[src/hdl/bmsa_pkg.sv]
// Shared types and constants for the binned mean-square accumulator.
// No dependencies; imported by every module of the block but bmsa_ram.
`default_nettype none
package bmsa_pkg;
  localparam int NUM_BINS = 64;
  localparam int BIN_W = $clog2(NUM_BINS);
  localparam int SUM_W = 48;
  localparam int CNT_W = 32;
  localparam int SQ_W = 31;
  localparam int MEAN_W = 32;
  localparam int QDEPTH = 4;
  localparam int QPTR_W = $clog2(QDEPTH);
  localparam logic [SUM_W-1:0] SUM_MAX = {SUM_W{1'b1}};
  localparam logic [CNT_W-1:0] CNT_MAX = {CNT_W{1'b1}};
  localparam logic KIND_ACC = 1'b0;
  localparam logic KIND_READ = 1'b1;

  // Command passed from the front part to the back part.
  typedef struct packed {
    logic             rd;
    logic             cis_ok;
    logic             trans_ok;
    logic [BIN_W-1:0] cis_bin;
    logic [BIN_W-1:0] trans_bin;
    logic [SQ_W-1:0]  cis_sq_x, cis_sq_y, cis_sq_z;
    logic [SQ_W-1:0]  trans_sq_x, trans_sq_y, trans_sq_z;
  } cmd_t;

  // Square of a 16-bit two's complement value (magnitude squared).
  function automatic logic [SQ_W-1:0] square16(input logic signed [15:0] v);
    logic [16:0] mag;
    logic [33:0] p;
    mag = v[15] ? (17'h10000 - {1'b0, v}) : {1'b0, v};
    p = mag * mag;
    return p[SQ_W-1:0];
  endfunction
endpackage
`default_nettype wire

[src/hdl/bmsa_front.sv]
// Front part: accepts items, checks bin ranges, squares the components
// and pushes one command a beat, while not full, into a short queue. Depends on bmsa_pkg.
`default_nettype none
module bmsa_front (
  input  wire                  clk,
  input  wire                  rst,
  input  wire                  push,
  output logic                 full,
  input  wire                  kind,
  input  wire signed [15:0]    cis_x, cis_y, cis_z,
  input  wire signed [15:0]    trans_x, trans_y, trans_z,
  input  wire [7:0]            cis_bin,
  input  wire [7:0]            trans_bin,
  input  wire [5:0]            read_bin,
  output bmsa_pkg::cmd_t       cmd,
  output logic                 cmd_valid,
  input  wire                  cmd_take
);
  import bmsa_pkg::*;

  cmd_t q [QDEPTH];
  logic [QPTR_W-1:0] rd_ptr, wr_ptr;
  logic [QPTR_W:0] count;
  cmd_t c_in;
  logic do_push, do_pop;
  logic [5:0] rb;

  assign full = (count == (QPTR_W+1)'(QDEPTH));
  assign do_push = push && !full;
  assign cmd_valid = (count != '0);
  assign do_pop = cmd_take && cmd_valid;
  assign cmd = q[rd_ptr];
  assign rb = read_bin;

  // Classify the item and square its components
  always_comb begin
    c_in = '0;
    c_in.rd = (kind == KIND_READ);
    if (kind == KIND_READ) begin
      c_in.cis_ok = (32'(rb) < NUM_BINS);
      c_in.trans_ok = c_in.cis_ok;
      c_in.cis_bin = BIN_W'(rb);
      c_in.trans_bin = BIN_W'(rb);
    end else begin
      c_in.cis_ok = (cis_bin >= 8'd2) && (32'(cis_bin) < NUM_BINS);
      c_in.trans_ok = (trans_bin >= 8'd2) && (32'(trans_bin) < NUM_BINS);
      c_in.cis_bin = BIN_W'(cis_bin);
      c_in.trans_bin = BIN_W'(trans_bin);
    end
    c_in.cis_sq_x = square16(cis_x);
    c_in.cis_sq_y = square16(cis_y);
    c_in.cis_sq_z = square16(cis_z);
    c_in.trans_sq_x = square16(trans_x);
    c_in.trans_sq_y = square16(trans_y);
    c_in.trans_sq_z = square16(trans_z);
  end

  // Hold commands in the queue
  always_ff @(posedge clk) begin
    if (do_push) q[wr_ptr] <= c_in;
    if (rst) begin
      rd_ptr <= '0;
      wr_ptr <= '0;
      count <= '0;
    end else begin
      if (do_push) wr_ptr <= wr_ptr + 1'b1;
      if (do_pop) rd_ptr <= rd_ptr + 1'b1;
      count <= count + (QPTR_W+1)'(do_push) - (QPTR_W+1)'(do_pop);
    end
  end

  a_no_overflow: assert property (@(posedge clk) disable iff (rst)
    count <= (QPTR_W+1)'(QDEPTH)) else $error("queue overflow");
  a_full_blocks: assert property (@(posedge clk) disable iff (rst)
    full && !do_pop |=> full) else $error("full dropped without pop");
  a_empty_stays: assert property (@(posedge clk) disable iff (rst)
    !cmd_valid && !do_push |=> !cmd_valid) else $error("phantom command");
endmodule
`default_nettype wire

[config.mk]
export PLATFORM = sky130hd
export DESIGN_NAME = bmsa_front
export DESIGN_NICKNAME = d
export VERILOG_FILES = /design/src/hdl/bmsa_pkg.sv /design/src/hdl/bmsa_front.sv
export SDC_FILE = /design/constraint.sdc
export NUM_CORES = 2
export LEC_CHECK = 0
export BUFFER_PORTS_ARGS = -buffer_cell sky130_fd_sc_hd__buf_2
export CORE_MARGIN = 3
export CORE_UTILIZATION = 55
export CTS_CLUSTER_SIZE = 14
export DETAILED_ROUTE_END_ITERATION = 8
export PLACE_DENSITY = 0.7
export SYNTH_ARGS = -nofsm -noshare
export SYNTH_HDL_FRONTEND = slang
export SYNTH_SLANG_ARGS = --single-unit
[constraint.sdc]
create_clock -name clk -period 11.25 [get_ports clk]
set_clock_uncertainty 0.15 [all_clocks]
set_input_delay 2.25 -clock clk [delete_from_list [all_inputs] [get_ports clk]]
set_output_delay 2.25 -clock clk [all_outputs]
set_load 0.1 [all_outputs]
==> impl_metrics.prom <==
# TYPE chip_impl_metric gauge
chip_impl_metric{name="worst_margin_slew",unit="ns"} 1.02
chip_impl_metric{name="routed_wirelength",unit="µm"} 168000
chip_impl_metric{name="yosys_register_bits",unit=""} 789
chip_impl_metric{name="drtIter0Drc",unit=""} 3154
chip_impl_info{name="worst_min_path_class",value="reg2reg"} 1
chip_impl_info{name="status",value="complete, no violations"} 1
chip_impl_metric{name="cts.htree.levels",unit=""} 3
chip_impl_metric{name="fin_ws",unit="ns"} 1.22
chip_impl_metric{name="grt.total_usage",unit="%"} 24.7
chip_impl_metric{name="min_period_over_period",unit="%"} 89.2
chip_impl_metric{name="final_cells",unit=""} 8995
chip_impl_metric{name="port-buffer-count",unit=""} 319
chip_impl_metric{name="grt_pass1_wl",unit="µm"} 274000
chip_impl_metric{name="syn_to_final_growth",unit="%"} 10.3
chip_impl_info{name="worst_path_max_delay_cell",value="sky130_fd_sc_hd__fa_1"} 1
chip_impl_metric{name="max-slew-margin-rel",unit="%"} 31.3
chip_impl_metric{name="chip_width",unit="µm"} 377
chip_impl_metric{name="fraction_of_final_layout_cells_sized_beyond_drive_strength_1",unit="%"} 11.0
chip_impl_metric{name="setup_violations",unit=""} 0
chip_impl_metric{name="floorplan.initialDensity",unit="%"} 55.6
chip_impl_metric{name="netlist_instances",unit=""} 6550
chip_impl_metric{name="vias_in_the_first_global_route",unit=""} 51800
chip_impl_metric{name="worst_ep_required_time",unit="ns"} 11.52
chip_impl_metric{name="mean_post_synth_cell_area",unit="µm²"} 11.6
chip_impl_metric{name="cap_viol_max_count",unit=""} 0
chip_impl_info{name="timing.critical_path.to_type",value="register"} 1
chip_impl_metric{name="synth.distinct_cells",unit=""} 70
chip_impl_info{name="postSynth.topFlopCell",value="sky130_fd_sc_hd__edfxtp_1"} 1
chip_impl_metric{name="grt_antenna_before_repair",unit=""} 11
chip_impl_metric{name="routability_congestion_estimate_from_global_placement",unit=""} 0.949
chip_impl_metric{name="vias_per_cell",unit=""} 5.28
chip_impl_metric{name="clock-sinks",unit=""} 789
chip_impl_metric{name="critical_path.max_fanout",unit=""} 11
chip_impl_metric{name="fin_setup_tns",unit="ns"} 0
chip_impl_metric{name="place_ws",unit="ns"} 0.567
chip_impl_metric{name="critPathMaxStageDelay",unit="ns"} 0.55
chip_impl_metric{name="numCtsBuffers",unit=""} 86
chip_impl_metric{name="cts_hold_buf",unit=""} 0
chip_impl_info{name="clock-root-buffer",value="sky130_fd_sc_hd__clkbuf_16"} 1
chip_impl_metric{name="die-area",unit="µm²"} 142000
chip_impl_metric{name="detailroute.wirelength.met2",unit="µm"} 81200
chip_impl_metric{name="timing.final.max_slew_violations",unit=""} 0
chip_impl_metric{name="final_number_of_hold_violating_endpoints",unit=""} 0
chip_impl_info{name="setup_repair_after_global_routing_missed_its_margin",value="false"} 1
chip_impl_info{name="cts_tree",value="done"} 1
chip_impl_metric{name="cts.repair_timing.setup_buffer_count",unit=""} 0
chip_impl_metric{name="drcViolationCount",unit=""} 0
chip_impl_metric{name="synth-seq-area-share",unit="%"} 31.2
chip_impl_metric{name="arrival",unit="ns"} 10.30
chip_impl_metric{name="synth_enable_flop_cells",unit=""} 780
chip_impl_metric{name="placed_cells",unit=""} 8827
chip_impl_metric{name="highest_clock_rate",unit="MHz"} 99.7
chip_impl_metric{name="placementRows",unit=""} 135
chip_impl_metric{name="dr_total_vias",unit=""} 47500
chip_impl_metric{name="synth-warning-count",unit=""} 0
chip_impl_metric{name="grt_start_max_net_pins",unit=""} 128
chip_impl_metric{name="wl_met3",unit="µm"} 11200
chip_impl_metric{name="globalRoute.totalOverflow",unit=""} 0
chip_impl_metric{name="cts.repair.resized",unit=""} 0
chip_impl_metric{name="clk_transition_reported_paths",unit="ns"} 0.06
chip_impl_info{name="cp_common_cell",value="sky130_fd_sc_hd__fa_1"} 1
chip_impl_metric{name="max-clock-path-buffers",unit=""} 3
chip_impl_info{name="critical_path_class",value="in2reg"} 1
chip_impl_metric{name="proportion_of_register_bits_with_asynchronous_set_or_reset_after_synthesis",unit="%"} 0
chip_impl_metric{name="ant_nets",unit=""} 0
chip_impl_info{name="startpoint_kind_of_the_worst_setup_timing_path",value="input port"} 1
chip_impl_metric{name="post_synth_instance_area",unit="µm²"} 75700
chip_impl_metric{name="layout.nets",unit=""} 8963
chip_impl_metric{name="core",unit="µm²"} 136000
chip_impl_metric{name="routed_wire_length_per_instance",unit="µm"} 18.6
chip_impl_metric{name="final_period_minus_worst_setup_slack",unit="ns"} 10.03
chip_impl_metric{name="die-height",unit="µm"} 377
chip_impl_metric{name="i_o_pin_count",unit=""} 326
chip_impl_metric{name="worstSkewPairLatency",unit="ns"} 0.67
chip_impl_metric{name="drtPass1Iterations",unit=""} 6
chip_impl_metric{name="detailed_place_hpwl",unit="µm"} 131000
chip_impl_metric{name="m1WireLength",unit="µm"} 69800
chip_impl_info{name="dr.max_layer_used",value="met4"} 1
[through the flow]
| step | util [%] | instance area, µm² | hold WS [ns] |
|---|---|---|---|
| floorplan | - | 76500 | 0.335 |
| global placement | 59.3 | 80700 | 0.358 |
| detailed placement | 59.3 | 80700 | 0.376 |
| CTS | 61.3 | 83500 | 0.406 |
| global route | 61.3 | 83500 | 0.420 |
| finish | 61.3 | 83500 | 0.404 |
[registers in the layout, indices dropped and copies added, names as in the netlist, named ones only]
name and cells:
q 780, rd_ptr 2, count 3, wr_ptr 2
[path summary, 6_finish.rpt]
kind	cells after the start	slack, ns	from	to
max reg2reg	4	7.97	count[1]	q[3][129]
min	2	0.40	rd_ptr[1]	register
max	27	1.22	cis_y[3]	q[1][153]
min reg2reg	2	0.40	rd_ptr[1]	register
[cells in the mapped netlist (7+ instances only)]
| master | number | area share [%] |
|---|---|---|
| sky130_fd_sc_hd__a21o_1 | 65 | 0.64 |
| sky130_fd_sc_hd__xnor2_1 | 195 | 2.3 |
| sky130_fd_sc_hd__edfxtp_1 | 780 | 31 |
| sky130_fd_sc_hd__xor2_1 | 82 | 0.95 |
| sky130_fd_sc_hd__a21boi_0 | 9 | 0.089 |
| sky130_fd_sc_hd__fa_1 | 1143 | 30 |
| sky130_fd_sc_hd__o21a_1 | 37 | 0.37 |
| sky130_fd_sc_hd__o21ai_0 | 101 | 0.67 |
| sky130_fd_sc_hd__or3_1 | 17 | 0.14 |
| sky130_fd_sc_hd__buf_4 | 7 | 0.069 |
| sky130_fd_sc_hd__buf_1 | 28 | 0.14 |
| sky130_fd_sc_hd__and3_1 | 22 | 0.18 |
| sky130_fd_sc_hd__inv_1 | 1774 | 8.8 |
| sky130_fd_sc_hd__nand3_1 | 34 | 0.22 |
| sky130_fd_sc_hd__a211oi_1 | 19 | 0.19 |
| sky130_fd_sc_hd__clkinv_1 | 26 | 0.13 |
| sky130_fd_sc_hd__nor4_1 | 9 | 0.074 |
| sky130_fd_sc_hd__o41ai_1 | 7 | 0.081 |
| sky130_fd_sc_hd__nor2_1 | 374 | 1.9 |
| sky130_fd_sc_hd__clkbuf_1 | 108 | 0.54 |
| sky130_fd_sc_hd__nand2b_1 | 30 | 0.25 |
| sky130_fd_sc_hd__a211o_1 | 7 | 0.081 |
| sky130_fd_sc_hd__dfxtp_1 | 9 | 0.24 |
| sky130_fd_sc_hd__ha_1 | 563 | 9.3 |
| sky130_fd_sc_hd__o31a_1 | 12 | 0.14 |
| sky130_fd_sc_hd__o21bai_1 | 20 | 0.20 |
| sky130_fd_sc_hd__a31oi_1 | 12 | 0.099 |
| sky130_fd_sc_hd__nand2_1 | 547 | 2.7 |
| sky130_fd_sc_hd__and2_1 | 14 | 0.12 |
| sky130_fd_sc_hd__mux4_2 | 195 | 5.8 |
| sky130_fd_sc_hd__a21oi_1 | 124 | 0.82 |
| sky130_fd_sc_hd__nor2b_1 | 19 | 0.16 |
| sky130_fd_sc_hd__nor3_1 | 40 | 0.26 |
| sky130_fd_sc_hd__o31ai_1 | 19 | 0.19 |
[metal layers]
layer  global-route usage, %  vias up
met5                       0        -
met4                    7.12        0
met3                    4.41      270
met2                    41.1     1237
met1                    33.5    24300
li1                        -    21600
[layout by cell type, fill, tap and decap left out, types with 65 or more instances in the layout]
cell,n
sky130_fd_sc_hd__inv_1,1774
sky130_fd_sc_hd__fa_1,1143
sky130_fd_sc_hd__edfxtp_1,780
sky130_fd_sc_hd__ha_1,563
sky130_fd_sc_hd__nand2_1,547
sky130_fd_sc_hd__nor2_1,374
sky130_fd_sc_hd__buf_2,319
sky130_fd_sc_hd__conb_1,204
sky130_fd_sc_hd__mux4_2,195
sky130_fd_sc_hd__xnor2_1,194
sky130_fd_sc_hd__a21oi_1,124
sky130_fd_sc_hd__buf_4,113
sky130_fd_sc_hd__o21ai_0,101
sky130_fd_sc_hd__clkbuf_16,87
sky130_fd_sc_hd__xor2_1,82
sky130_fd_sc_hd__a21o_1,65
[final cells by class]
| class | count | area, µm² |
|---|---|---|
| fill | 10800 | 52600 |
| multi-input combinational | 4012 | 45500 |
| sequential | 789 | 23600 |
| inverter | 1806 | 6780 |
| timing repair buffer | 439 | 2580 |
| clock buffer | 104 | 2250 |
| tap | 1781 | 2230 |
| clock inverter | 52 | 480 |
| antenna | 12 | 30.0 |
[cells by family after synthesis]
| logic type | after synthesis | share of synthesized area (%) |
|---|---|---|
| AO/OA/AOI/OAI | 476 | 4.07 |
| XOR/XNOR | 277 | 3.20 |
| adder cells (fa/ha/maj) | 1706 | 39.5 |
| buffers and inverters | 1951 | 9.71 |
| flip-flops | 789 | 31.2 |
| multiplexers | 200 | 5.87 |
| other | 2 | 0.00992 |
| AND/OR/NAND/NOR | 1149 | 6.45 |
[worst max-delay path, delay by kind of cell]
family	cells	cell delay, ns
simple gates	8	2.60
compound gates	5	1.11
xor+xnor	2	0.47
fa+ha+maj	7	3.26
buf+inv	5	0.59
Power is left out: the tool's default activity adds up to more than one toggle a clock period on the data nets, which glitch-free logic cannot reach.
